===== src/design/ltms_pkg.sv =====
// Package for the loser tree merge selector: request codes, microcode format and control ROM.
`timescale 1ns / 1ps

package ltms_pkg;

   // Request codes.
   localparam int REQ_BITS = 2;
   localparam logic [REQ_BITS-1:0] REQ_LOAD    = 2'd0;
   localparam logic [REQ_BITS-1:0] REQ_BUILD   = 2'd1;
   localparam logic [REQ_BITS-1:0] REQ_REPLACE = 2'd2;

   // Leaf count register.
   localparam int CSR_BITS = 5;
   localparam logic [CSR_BITS-1:0] CSR_RESET = 5'd16;

   // Microprogram addresses.
   localparam int UPC_BITS = 4;
   localparam logic [UPC_BITS-1:0] U_B_START = 4'd0;
   localparam logic [UPC_BITS-1:0] U_B_LOOP  = 4'd1;
   localparam logic [UPC_BITS-1:0] U_B_RD1   = 4'd2;
   localparam logic [UPC_BITS-1:0] U_B_PAIR  = 4'd3;
   localparam logic [UPC_BITS-1:0] U_B_CHK   = 4'd4;
   localparam logic [UPC_BITS-1:0] U_B_EMP   = 4'd5;
   localparam logic [UPC_BITS-1:0] U_B_CMP   = 4'd6;
   localparam logic [UPC_BITS-1:0] U_R_CHK   = 4'd7;
   localparam logic [UPC_BITS-1:0] U_R_EMP   = 4'd8;
   localparam logic [UPC_BITS-1:0] U_R_CMP   = 4'd9;
   localparam logic [UPC_BITS-1:0] U_FIN     = 4'd10;
   localparam logic [UPC_BITS-1:0] U_REPORT  = 4'd11;

   // Jump conditions.
   localparam int COND_BITS = 3;
   localparam logic [COND_BITS-1:0] COND_NONE       = 3'd0;
   localparam logic [COND_BITS-1:0] COND_ALWAYS     = 3'd1;
   localparam logic [COND_BITS-1:0] COND_J_DONE     = 3'd2;
   localparam logic [COND_BITS-1:0] COND_K_ZERO     = 3'd3;
   localparam logic [COND_BITS-1:0] COND_NODE_EMPTY = 3'd4;
   localparam logic [COND_BITS-1:0] COND_RSP_BUSY   = 3'd5;

   // When the operations of a word take effect.
   localparam logic [1:0] EX_ALWAYS    = 2'd0;
   localparam logic [1:0] EX_TAKEN     = 2'd1;
   localparam logic [1:0] EX_NOT_TAKEN = 2'd2;

   // Key memory read address select.
   localparam logic [1:0] RS_I    = 2'd0;
   localparam logic [1:0] RS_I1   = 2'd1;
   localparam logic [1:0] RS_NODE = 2'd2;
   localparam logic [1:0] RS_CUR  = 2'd3;

   typedef struct packed {
      logic clr_valid;
      logic init_build;
      logic save_a;
      logic pair;
      logic set_cur;
      logic fill;
      logic climb;
      logic halve;
      logic report;
   } ops_type;

   typedef struct packed {
      logic [COND_BITS-1:0] cond;
      logic [UPC_BITS-1:0]  target;
      logic [1:0]           exec;
      logic [1:0]           rsel;
      logic                 fin;
      ops_type              ops;
   } ucode_type;

   // Control store: one word per step of the build and replace programs.
   function automatic ucode_type rom_word(input logic [UPC_BITS-1:0] addr);
      ucode_type w;
      w = '0;
      unique case (addr)
         U_B_START: begin
            w.ops.clr_valid  = 1'b1;
            w.ops.init_build = 1'b1;
         end
         U_B_LOOP: begin
            w.cond   = COND_J_DONE;
            w.target = U_FIN;
            w.rsel   = RS_I;
         end
         U_B_RD1: begin
            w.rsel       = RS_I1;
            w.ops.save_a = 1'b1;
         end
         U_B_PAIR: begin
            w.ops.pair = 1'b1;
         end
         U_B_CHK: begin
            w.cond        = COND_K_ZERO;
            w.target      = U_B_LOOP;
            w.exec        = EX_TAKEN;
            w.ops.set_cur = 1'b1;
         end
         U_B_EMP: begin
            w.cond     = COND_NODE_EMPTY;
            w.target   = U_B_LOOP;
            w.exec     = EX_TAKEN;
            w.rsel     = RS_NODE;
            w.ops.fill = 1'b1;
         end
         U_B_CMP: begin
            w.cond      = COND_ALWAYS;
            w.target    = U_B_CHK;
            w.ops.climb = 1'b1;
         end
         U_R_CHK: begin
            w.cond        = COND_K_ZERO;
            w.target      = U_FIN;
            w.exec        = EX_TAKEN;
            w.ops.set_cur = 1'b1;
         end
         U_R_EMP: begin
            w.cond      = COND_NODE_EMPTY;
            w.target    = U_R_CHK;
            w.exec      = EX_TAKEN;
            w.rsel      = RS_NODE;
            w.ops.halve = 1'b1;
         end
         U_R_CMP: begin
            w.cond      = COND_ALWAYS;
            w.target    = U_R_CHK;
            w.ops.climb = 1'b1;
         end
         U_FIN: begin
            w.rsel = RS_CUR;
         end
         U_REPORT: begin
            w.cond       = COND_RSP_BUSY;
            w.target     = U_REPORT;
            w.exec       = EX_NOT_TAKEN;
            w.rsel       = RS_CUR;
            w.fin        = 1'b1;
            w.ops.report = 1'b1;
         end
         default: begin
            w = '0;
         end
      endcase
      return w;
   endfunction

endpackage


===== src/design/loser_tree_merge_selector_top.sv =====
// Loser tree merge selector: microcoded sequencer with leaf key and loser node memories.
`timescale 1ns / 1ps

// A tree of losers that finds the smallest key among the leaves in use. A load request
// stores one leaf key and gives no result. A build request plays the whole tree; a replace
// request writes the previous winner's leaf and replays its path to the root. Both return
// the winning leaf and its key. A small microprogram steps a shared datapath in which the
// key memory has one registered read port, so a filled tree level takes a node read, a key
// read, and a compare and write in turn, and an empty one skips the compare. A replace of
// a leaf not in use writes no key and goes straight to the result. A build pairs the leaves
// after a setup step and carries each pair winner up through the filled nodes until it
// parks at an empty node or leaves the root, then reads out the result. A result that has
// not been taken yet holds the program in its last step, and the next request is accepted
// in the cycle after the result is loaded. The leaf count register is written through the
// csr channel while no request is in flight.
module loser_tree_merge_selector_top #(
   parameter int MAX_LEAVES = 16,
   parameter int KEY_BITS   = 32
) (
   input  logic                              clock,
   input  logic                              reset,
   input  logic                              req_valid,
   output logic                              req_ready,
   input  logic [ltms_pkg::REQ_BITS-1:0]     req_type,
   input  logic [$clog2(MAX_LEAVES)-1:0]     req_leaf,
   input  logic [KEY_BITS-1:0]               req_key,
   output logic                              rsp_valid,
   input  logic                              rsp_ready,
   output logic [$clog2(MAX_LEAVES)-1:0]     rsp_winner_leaf,
   output logic [KEY_BITS-1:0]               rsp_winner_key,
   input  logic                              csr_valid,
   output logic                              csr_ready,
   input  logic [ltms_pkg::CSR_BITS-1:0]     csr_leaves_in_use
);
   import ltms_pkg::*;

   localparam int LEAF_BITS = $clog2(MAX_LEAVES);
   localparam int CNT_BITS  = $clog2(MAX_LEAVES + 1);
   localparam int CMP_BITS  = (CNT_BITS > CSR_BITS) ? CNT_BITS : CSR_BITS;
   localparam logic [LEAF_BITS:0] MAX_IDX = (LEAF_BITS + 1)'(MAX_LEAVES);

   // Control state.
   logic                  busy_ff, busy_in;
   logic [UPC_BITS-1:0]   upc_ff, upc_in;
   logic [CSR_BITS-1:0]   csr_ff;
   logic [LEAF_BITS-1:0]  cur_win_ff, cur_win_in;
   logic [MAX_LEAVES-1:0] node_valid_ff, node_valid_in;
   logic                  rsp_valid_ff, rsp_valid_in;

   // Datapath registers.
   logic [CNT_BITS-1:0]   i_ff, i_in;
   logic [CNT_BITS-1:0]   j_ff, j_in;
   logic [LEAF_BITS-1:0]  k_ff, k_in;
   logic [LEAF_BITS-1:0]  win_leaf_ff, win_leaf_in;
   logic [KEY_BITS-1:0]   win_key_ff, win_key_in;
   logic [KEY_BITS-1:0]   save_key_ff, save_key_in;
   logic [LEAF_BITS-1:0]  rsp_leaf_ff, rsp_leaf_in;
   logic [KEY_BITS-1:0]   rsp_key_ff, rsp_key_in;

   // Memories and their registered read data.
   logic [KEY_BITS-1:0]   key_mem [MAX_LEAVES];
   logic [LEAF_BITS-1:0]  node_mem [MAX_LEAVES];
   logic [KEY_BITS-1:0]   key_rd_ff;
   logic [LEAF_BITS-1:0]  node_rd_ff;

   logic                  key_we;
   logic [LEAF_BITS-1:0]  key_waddr;
   logic [LEAF_BITS-1:0]  key_raddr;
   logic                  node_we;
   logic [LEAF_BITS-1:0]  node_waddr;
   logic [LEAF_BITS-1:0]  node_wdata;

   logic [CMP_BITS-1:0]   csr_ext;
   logic [CNT_BITS-1:0]   n;
   logic [CNT_BITS-1:0]   half_n;
   logic [CNT_BITS-1:0]   i_plus1;
   logic [CNT_BITS:0]     path_sum;
   logic                  req_xfer;
   logic                  leaf_in_tree;
   logic                  leaf_in_store;
   ucode_type             cw;
   logic                  take;
   logic                  ops_en;
   ops_type               op;
   logic                  a_gt;
   logic                  swap;

   assign req_xfer  = req_valid && req_ready;
   assign req_ready = !busy_ff;
   assign csr_ready = !busy_ff;

   assign rsp_valid       = rsp_valid_ff;
   assign rsp_winner_leaf = rsp_leaf_ff;
   assign rsp_winner_key  = rsp_key_ff;

   // Leaf count in use, held to the range the tree supports.
   assign csr_ext = CMP_BITS'(csr_ff);
   always_comb begin
      if (csr_ext < CMP_BITS'(2)) begin
         n = CNT_BITS'(2);
      end else if (csr_ext > CMP_BITS'(MAX_LEAVES)) begin
         n = CNT_BITS'(MAX_LEAVES);
      end else begin
         n = CNT_BITS'(csr_ext);
      end
   end

   assign half_n        = n >> 1;
   assign i_plus1       = i_ff + CNT_BITS'(1);
   assign path_sum      = {1'b0, n} + (CNT_BITS + 1)'(req_leaf);
   assign leaf_in_tree  = CNT_BITS'(req_leaf) < n;
   assign leaf_in_store = {1'b0, req_leaf} < MAX_IDX;

   // Sequencer: fetch, condition test and operation gating.
   assign cw = rom_word(upc_ff);

   always_comb begin
      unique case (cw.cond)
         COND_NONE:       take = 1'b0;
         COND_ALWAYS:     take = 1'b1;
         COND_J_DONE:     take = j_ff >= n;
         COND_K_ZERO:     take = k_ff == '0;
         COND_NODE_EMPTY: take = !node_valid_ff[k_ff];
         COND_RSP_BUSY:   take = rsp_valid_ff && !rsp_ready;
         default:         take = 1'b0;
      endcase
   end

   always_comb begin
      unique case (cw.exec)
         EX_ALWAYS:    ops_en = 1'b1;
         EX_TAKEN:     ops_en = take;
         EX_NOT_TAKEN: ops_en = !take;
         default:      ops_en = 1'b0;
      endcase
   end

   assign op   = (busy_ff && ops_en) ? cw.ops : '0;
   assign a_gt = save_key_ff > key_rd_ff;
   assign swap = key_rd_ff < win_key_ff;

   always_comb begin
      unique case (cw.rsel)
         RS_I:    key_raddr = i_ff[LEAF_BITS-1:0];
         RS_I1:   key_raddr = i_plus1[LEAF_BITS-1:0];
         RS_NODE: key_raddr = node_rd_ff;
         RS_CUR:  key_raddr = cur_win_ff;
         default: key_raddr = cur_win_ff;
      endcase
   end

   // Key memory write port: loads and the new key of a replace.
   always_comb begin
      key_we    = 1'b0;
      key_waddr = req_leaf;
      if (req_xfer) begin
         if (req_type == REQ_LOAD) begin
            key_we = leaf_in_store;
         end else if (req_type == REQ_REPLACE) begin
            key_we = leaf_in_tree;
         end
      end
   end

   // Loser node write port. Only one node operation stands in any control word.
   always_comb begin
      node_we    = 1'b0;
      node_waddr = k_ff;
      node_wdata = win_leaf_ff;
      if (op.init_build) begin
         node_we    = n[0];
         node_waddr = half_n[LEAF_BITS-1:0];
         node_wdata = '0;
      end else if (op.pair) begin
         node_we    = 1'b1;
         node_waddr = j_ff[LEAF_BITS-1:0];
         node_wdata = a_gt ? i_ff[LEAF_BITS-1:0] : i_plus1[LEAF_BITS-1:0];
      end else if (op.fill) begin
         node_we = 1'b1;
      end else if (op.climb) begin
         node_we = swap;
      end
   end

   always_comb begin
      node_valid_in = op.clr_valid ? '0 : node_valid_ff;
      if (node_we) begin
         node_valid_in[node_waddr] = 1'b1;
      end
   end

   // Sequencer step and control registers.
   always_comb begin
      busy_in    = busy_ff;
      upc_in     = upc_ff;
      cur_win_in = op.set_cur ? win_leaf_ff : cur_win_ff;
      if (busy_ff) begin
         if (take) begin
            upc_in = cw.target;
         end else if (cw.fin) begin
            busy_in = 1'b0;
         end else begin
            upc_in = upc_ff + UPC_BITS'(1);
         end
      end else if (req_xfer) begin
         if (req_type == REQ_BUILD) begin
            busy_in = 1'b1;
            upc_in  = U_B_START;
         end else if (req_type == REQ_REPLACE) begin
            busy_in = 1'b1;
            upc_in  = leaf_in_tree ? U_R_CHK : U_FIN;
         end
      end
   end

   // Working registers of the datapath.
   always_comb begin
      i_in        = i_ff;
      j_in        = j_ff;
      k_in        = k_ff;
      win_leaf_in = win_leaf_ff;
      win_key_in  = win_key_ff;
      save_key_in = op.save_a ? key_rd_ff : save_key_ff;
      if (req_xfer && req_type == REQ_REPLACE) begin
         win_leaf_in = req_leaf;
         win_key_in  = req_key;
         k_in        = path_sum[LEAF_BITS:1];
      end
      if (op.init_build) begin
         // With an odd leaf count, leaf 0 waits at node n/2 and pairing starts at leaf 1.
         i_in = CNT_BITS'(n[0]);
         j_in = half_n + CNT_BITS'(n[0]);
      end
      if (op.pair) begin
         win_leaf_in = a_gt ? i_plus1[LEAF_BITS-1:0] : i_ff[LEAF_BITS-1:0];
         win_key_in  = a_gt ? key_rd_ff : save_key_ff;
         k_in        = j_ff[LEAF_BITS:1];
         i_in        = i_ff + CNT_BITS'(2);
         j_in        = j_ff + CNT_BITS'(1);
      end
      if (op.climb) begin
         if (swap) begin
            win_leaf_in = node_rd_ff;
            win_key_in  = key_rd_ff;
         end
         k_in = k_ff >> 1;
      end
      if (op.halve) begin
         k_in = k_ff >> 1;
      end
   end

   // Result register: a new result may load in the cycle the held one is transferred.
   always_comb begin
      rsp_valid_in = rsp_valid_ff;
      rsp_leaf_in  = rsp_leaf_ff;
      rsp_key_in   = rsp_key_ff;
      if (op.report) begin
         rsp_valid_in = 1'b1;
         rsp_leaf_in  = cur_win_ff;
         rsp_key_in   = key_rd_ff;
      end else if (rsp_ready) begin
         rsp_valid_in = 1'b0;
      end
   end

   always_ff @(posedge clock) begin
      if (reset) begin
         busy_ff       <= 1'b0;
         upc_ff        <= U_B_START;
         csr_ff        <= CSR_RESET;
         cur_win_ff    <= '0;
         node_valid_ff <= '0;
         rsp_valid_ff  <= 1'b0;
      end else begin
         busy_ff       <= busy_in;
         upc_ff        <= upc_in;
         cur_win_ff    <= cur_win_in;
         node_valid_ff <= node_valid_in;
         rsp_valid_ff  <= rsp_valid_in;
         if (csr_valid && csr_ready) begin
            csr_ff <= csr_leaves_in_use;
         end
      end
   end

   always_ff @(posedge clock) begin
      i_ff        <= i_in;
      j_ff        <= j_in;
      k_ff        <= k_in;
      win_leaf_ff <= win_leaf_in;
      win_key_ff  <= win_key_in;
      save_key_ff <= save_key_in;
      rsp_leaf_ff <= rsp_leaf_in;
      rsp_key_ff  <= rsp_key_in;
   end

   always_ff @(posedge clock) begin
      if (key_we) begin
         key_mem[key_waddr] <= req_key;
      end
      key_rd_ff <= key_mem[key_raddr];
   end

   always_ff @(posedge clock) begin
      if (node_we) begin
         node_mem[node_waddr] <= node_wdata;
      end
      node_rd_ff <= node_mem[k_ff];
   end

endmodule

===== config.mk =====
export PLATFORM = sky130hd
export DESIGN_NAME = loser_tree_merge_selector_top
export DESIGN_NICKNAME = d
export VERILOG_FILES = /design/src/design/ltms_pkg.sv /design/src/design/loser_tree_merge_selector_top.sv
export SDC_FILE = /design/constraint.sdc
export NUM_CORES = 1
export LEC_CHECK = 0
export BUFFER_PORTS_ARGS = -buffer_cell sky130_fd_sc_hd__buf_2
export CORE_AREA = 4 4 295 325
export DETAILED_ROUTE_END_ITERATION = 10
export DIE_AREA = 0 0 299 329
export GPL_TIMING_DRIVEN = 0
export SLEW_MARGIN = 10
export SYNTH_ARGS = -nofsm -noshare
export SYNTH_HDL_FRONTEND = slang
export SYNTH_SLANG_ARGS = --single-unit

===== constraint.sdc =====
create_clock -name clock -period 10.26 [get_ports clock]
set_input_delay 1.539 -clock clock [delete_from_list [all_inputs] [get_ports clock]]
set_output_delay 1.539 -clock clock [all_outputs]
set_load 0.03 [all_outputs]

==> metrics.csv, run 1 <==
stage,metric,value,unit
run_status,status,finished clean,
finish,antennaDiodeCount,0,
synthesis,synth_compound_area_share,10.9,%
floorplanning,num_io_pins,87,
critical_path,worstPathRequired,10.77,ns
clock_network,clockBufferDepth,3,
drt,route.met3.wl,6310,um
drt,drt-met1-wl,37600,um
drt,drt_iter0_drc,1933,
clock_network,root_buffer,clkbuf_16,
synthesis,yosys.area_share.adder,3.41,%
timing,fmax,226,MHz
global_route,grt_overflow,0,
pwr,irDropWorstVdd,0.116,mV
finish,utilization,40.5,%
placement,port_buffers,86,
finish,nets,2842,
global_route,grt.total_usage,18.1,%
synthesis,ys_top_cells_by_count,"edfxtp_1 (656), nand2_1 (456), nand3_1 (155), clkbuf_1 (113), dfxtp_1 (104)",
clock_network,clkTransAtPathRegs,0.06,ns
synthesis,syn-num-nets,2644,
placement,gp_congestion,0.866,
timing,setup_viol,0,
timing,drv_slew,0,
timing,timing.final.ws_setup,5.83,ns
global_route,antenna_found_initial,1,
clock_network,cts.htree.levels,3,
placement,pre_cts_ws,5.36,ns
global_route,grt_start_max_net_pins,26,
placement,dp.cells,3873,
floorplanning,fp-row-count,117,
placement,dpl_cell_area,34800,um^2
timing,final.setup_skew,0.0237,ns
floorplanning,dieWidth,299,um
finish,stdcell_count,4025,
drt,post_drt_wl_per_cell,22.5,um
placement,dp_hpwl,64000,um
drt,maxUsedRoutingLayer,met4,
critical_path,cp-start-kind,flip-flop,
synthesis,async_flop_share,0,%
run,maxCapViolCount,0,
drt,final_antenna_net_count,0,
critical_path,path_class,flip-flop to flip-flop,
pwr,power.density,219,nW/um^2
synthesis,yosys_warnings,0,
pwr,finalPower,8.20,mW
synthesis,synth_edf_count,656,
synthesis,ys_ff_latch,760,
drt,drc,0,
critical_path,worst_ep_arrival_time,4.94,ns
clock_network,clock_latency,0.63,ns
synthesis,synth_top_family_by_area,simple AND/OR/NAND/NOR gates,
finish,area_delta_synth_final,16.6,%
pwr,leakagePower,13.1,nW
synthesis,synth_largest_area_cell,edfxtp_1,
drt,vias_per_cell,5.28,
clock_network,cts_inserted_buffers,81,
synthesis,synth-xor-area-share,0.408,%
global_route,first_global_vias,20765,
drt,wl_met2,43800,um
synthesis,ys_seq_area_share,67.7,%
synthesis,syn_area,32200,um^2
drt,dr.pass1.iters,6,
clock_network,cts_setup_buffers,0,
hold_path,hold_path.class,flip-flop to flip-flop,
global_route,grt_first_pass_wirelength,134000,um
floorplanning,initial_core_util,34.8,%
synthesis,synth-main-ff-cell,edfxtp_1,
drt,via_count,21260,
synthesis,synth_mux_area_share,2.37,%
timing,worstMarginPinSlew,1.23,ns
clock_network,cts_hold_buffers,0,
clock_network,cts_tree,yes,
synthesis,syn_inst,2509,
clock_network,cts_sinks,760,
critical_path,critPathMaxFanout,10,
timing,slew_headroom,17.2,%
synthesis,synth.top_cell.area_share,61.3,%
timing,holdWs,0.450,ns
timing,finalSetupTns,0,ns
synthesis,syn-mean-instance-area,12.8,um^2
timing,hold_viol,0,
finish,fin_area,37500,um^2
floorplanning,coreArea,92500,um^2
critical_path,critPathCaptureType,flip-flop,
synthesis,synth_most_common_cell,edfxtp_1,
floorplanning,dieArea,98400,um^2
synthesis,yosys-top-cells-area,"edfxtp_1 (61%), dfxtp_1 (6.5%), nand2_1 (5.3%)",
clock_network,cts_resized,0,
synthesis,yosysUniqueCellTypes,67,
floorplanning,die_h,329,um
drt,routed_wl,90500,um
finish,drive_gt1_share,12.4,%
timing,rsz0062_at_grt,false,
synthesis,synth_simple_gate_area_share,12.0,%
timing,min_period,4.43,ns
timing,min_period_over_period,43.1,%
-- path summary, 6_finish.rpt --
check	from	slack, ns	cells past startpoint	endpoint
setup reg to reg	upc_ff[0]	5.83	12	key_rd_ff[21]
hold / removal	node_valid_ff[3]	0.45	2	node_valid_ff[3]
hold reg to reg	node_valid_ff[3]	0.45	2	node_valid_ff[3]
setup / recovery	upc_ff[0]	5.83	12	key_rd_ff[21]
-- sequential cells by signal, summed over array words and instances (netlist names), 5 cells and up --
signal and flops:
csr_ext 5, j_ff 5, key_mem 512, key_rd_ff 32, node_mem 64, node_valid_ff 16
rsp_winner_key 32, save_key_ff 32, win_key_ff 32
-- report_power, final --
group	switching (mW)	internal, mW
registers	0.155	3.54
logic	1.01	0.501
clock network	1.22	1.78
total	2.38	5.82
-- cells by family after synthesis --
family | count (synthesis)
adders and majority gates | 87
AOI/OAI and AO/OA | 487
buffers and inverters | 246
DFF | 760
and+or+nand+nor | 867
muxes | 47
xor gates and xnor gates | 15
-- cells in the final DEF, fill, tap and decap left out, drive strengths merged, types with 46 or more instances in the layout --
cell type    n
dfxtp      104
a311oi      97
a21oi       96
nor2        96
ha          86
nand2      456
clkbuf     228
nand3      155
o21ai       46
edfxtp     656
a211oi      72
inv         85
and3        66
buf        167
-- metal layers --
layer | GRT usage, % | vias to the layer above
li1 | - | 9868
met1 | 23.8 | 10477
met2 | 30.6 | 764
met3 | 2.86 | 151
met4 | 6.09 | 0
met5 | 0 | -
-- worst max-delay path: stages, from the launching register on --
cell	delay (ns)
dfxtp_1	0.34
ha_1	0.28
buf_2	0.22
or2_2	0.37
and2_1	0.22
a2bb2oi_1	0.47
clkbuf_1	0.87
clkbuf_1	0.44
and3_1	0.22
a211oi_1	0.05
a311oi_1	0.38
a31oi_1	0.12
a21oi_1	0.34
-- layout make-up --
type,count,area [um^2]
plain buffers,165,714
multi-input cells,1503,9490
repair buffers,115,907
clock buffers,115,2300
inverters,81,304
well taps,1249,1560
flip-flops and latches,760,21800
clock inverters,37,434
fillers,8639,55000
No activity file was read; power rests on OpenSTA's default activity.
==> inputs of run 2 (changes only) <==
- clock period: 10.26 -> 4.22 ns (I/O delays scaled with it)
==> metrics.csv, run 2 (synthesized netlist as in run 1, its figures left out) <==
stage,metric,value,unit,change
hold_path,hold_path.class,primary input to flip-flop,,
pwr,p_seq_share,45.1,%,about the same
finish,nets,2863,,+0.74%
drt,drt_iter0_drc,1918,,-0.78%
critical_path,rr_startpoint,upc_ff[0],,
clock_network,clockBufferDepth,3,,unchanged
floorplanning,die_h,329,um,unchanged
floorplanning,initial_core_util,34.8,%,unchanged
timing,worstMarginPinSlew,1.22,ns,-0.0113 ns
global_route,antenna_found_initial,9,,+8
floorplanning,dieWidth,299,um,unchanged
finish,top_regs,"key_mem (512), node_mem (64)",,
finish,fill_cells,8698,,+0.68%
clock_network,clock_latency,0.65,ns,+0.02 ns
critical_path,critPathMaxFanout,10,,unchanged
critical_path,reg2reg_to,key_rd_ff[25],,
clock_network,cts_inserted_buffers,83,,+2.5%
timing,min_period_over_period,98.2,%,+55 points
critical_path,cp-start-kind,flip-flop,,
floorplanning,num_io_pins,87,,unchanged
timing,rsz0062_at_grt,true,,
pwr,p_comb_share,18.3,%,about the same
clock_network,cts_tree,yes,,
drt,post_drt_wl_per_cell,23.3,um,+3.6%
clock_network,cts_sinks,760,,unchanged
pwr,p_sw,5.93,mW,+150%
critical_path,r2r_setup_slack,0.08,ns,-5.76 ns
drt,routed_wl,94200,um,+4.2%
finish,largest_reg_flops,512,,unchanged
clock_network,cts.htree.levels,3,,unchanged
timing,fmax,241,MHz,+6.8%
finish,top_register,key_mem,,
finish,most-common-layout-cells,"edfxtp_1 (656), nand2_1 (456), nand3_1 (155)",,
global_route,met3_usage,3.94,%,+1.1 points
timing,min_period,4.14,ns,-0.284 ns
placement,dp.cells,3866,,-0.18%
finish,drive_gt1_share,13.5,%,+1.2 points
global_route,grt_first_pass_wirelength,137000,um,+2.2%
pwr,power_frac_clock,36.6,%,about the same
critical_path,worst_ep_arrival_time,4.68,ns,-0.26 ns
clock_network,root_buffer,clkbuf_16,,
global_route,grt.met2_usage,31.0,%,+0.44 points
timing,holdWs,0.217,ns,-0.233 ns
pwr,p_sw_share,29.6,%,+0.56 points
timing,final.setup_skew,0.0274,ns,+0.00376 ns
global_route,first_global_vias,21218,,+2.2%
hold_path,hp-start,csr_leaves_in_use[4],,
drt,drc,0,,unchanged
global_route,grt_overflow,0,,unchanged
timing,drv_slew,0,,unchanged
global_route,top_usage_layer,met2,,
global_route,grt.total_usage,18.6,%,+0.50 points
global_route,grt_start_max_net_pins,22,,-15%
timing,slew_headroom,17.9,%,+0.76 points
run,maxCapViolCount,0,,unchanged
critical_path,worstPathRequired,4.76,ns,-6.01 ns
floorplanning,dieArea,98400,um^2,unchanged
finish,layout_commonest_cell,edfxtp_1,,
timing,hold_viol,0,,unchanged
clock_network,clkTransAtPathRegs,0.06,ns,about the same
finish,stdcell_count,4048,,+0.57%
critical_path,path_class,flip-flop to flip-flop,,
finish,area_delta_synth_final,18.0,%,
placement,gp_congestion,0.848,,-2.0%
critical_path,critPathCaptureType,flip-flop,,
critical_path,crit_path_end,key_rd_ff[25],,
pwr,irDropWorstVdd,0.307,mV,+170%
placement,port_buffers,86,,unchanged
critical_path,r2r_cells,12,,unchanged
global_route,met1_usage,24.0,%,+0.26 points
drt,final_antenna_net_count,0,,unchanged
run_status,status,finished clean,,
placement,pre_cts_ws,-0.154,ns,-5.51 ns
drt,vias_per_cell,5.39,,+2.0%
timing,timing.final.ws_setup,0.0766,ns,-5.76 ns
critical_path,crit_start,upc_ff[0],,
placement,dp_hpwl,65600,um,+2.6%
drt,dr.pass1.iters,5,,-1
pwr,power.density,528,nW/um^2,+140%
drt,via_count,21807,,+2.6%
pwr,p_int,14.1,mW,+140%
timing,setup_viol,0,,unchanged
floorplanning,fp-row-count,117,,unchanged
pwr,leakagePower,13.3,nW,+1.7%
floorplanning,coreArea,92500,um^2,unchanged
==> run 2: cell types whose count changed in the layout (fill, tap and decap cells not counted), moves of 3 or more <==
cell	before	now
buf_8	0	7
buf_4	15	18
buf_12	7	15
buf_6	8	5
clkinv_1	7	14
clkbuf_1	138	119
buf_16	8	13
diode_2	0	3
nor3_2	5	1
clkinv_2	14	18
clkbuf_2	0	11
nor3_4	1	5
==> run 2: what timing repair did <==
action | 4_1_cts | 5_1_grt
endpoints found under the setup margin | 55 | 354
hold buffers | 0 | 0
setup buffers | 3 | 24
resized for setup | 3 | 27
pin swaps | 1 | 14
==> run 2: power by group through the flow <==
stage	clock [mW]	sequential, mW	combinational (mW)
after floorplan	0	8.93	2.37
after global placement	0	9.21	3.56
after detailed placement	0	9.20	3.61
after CTS	7.45	9.04	3.65
after global routing	7.74	9.08	4.05
final	7.34	9.04	3.68
==> run 2: worst max-delay path: stages (launching register included) <==
cell and delay, ns:
dfxtp_1 0.34, ha_1 0.27, buf_2 0.22, or2_2 0.37, and2_1 0.22, a2bb2oi_1 0.53, and2_1 0.24, buf_2 0.26
clkbuf_1 0.61, nand2_1 0.11, a311oi_1 0.49, a31oi_1 0.12, a21oi_1 0.26
==> run 2: how the worst min path moves through the flow <==
| stage | cells past startpoint | end |
|---|---|---|
| final | 2 | csr_ext[4] |
| after global routing | 2 | csr_ext[4] |
| after floorplan | 2 | node_valid_ff[13] |
| after global placement | 2 | node_valid_ff[1] |
| after CTS | 2 | csr_ext[4] |
| after detailed placement | 2 | node_valid_ff[4] |
==> run 2: per-layer routing <==
layer  up-vias  routed length, um
met3       138               7410
li1       9915                  -
met2       852              45400
met1     10900              38700
met5         -                 13
met4         2               2690
==> run 2: final cells by class <==
type | instances | area (um^2) | share of cell area [%]
well taps | 1249 | 1560 | 4.12
repair buffers | 135 | 1300 | 3.42
inverters | 81 | 304 | 0.801
flip-flops and latches | 760 | 21800 | 57.4
clock inverters | 49 | 551 | 1.45
diodes | 3 | 7.51 | 0.0198
clock buffers | 104 | 2210 | 5.81
plain buffers | 164 | 724 | 1.91
multi-input cells | 1503 | 9530 | 25.1
==> run 2: through the flow <==
stage	cell area, um^2	setup TNS (ns)	utilization (%)	power [mW]
floorplan	32200	0	-	11.3
global placement	34200	-846.00	36.9	12.8
detailed placement	34800	-5.15	37.6	12.8
CTS	37600	0	40.6	20.1
global route	38000	-3.99	41.0	20.9
finish	38000	0	41.0	20.1
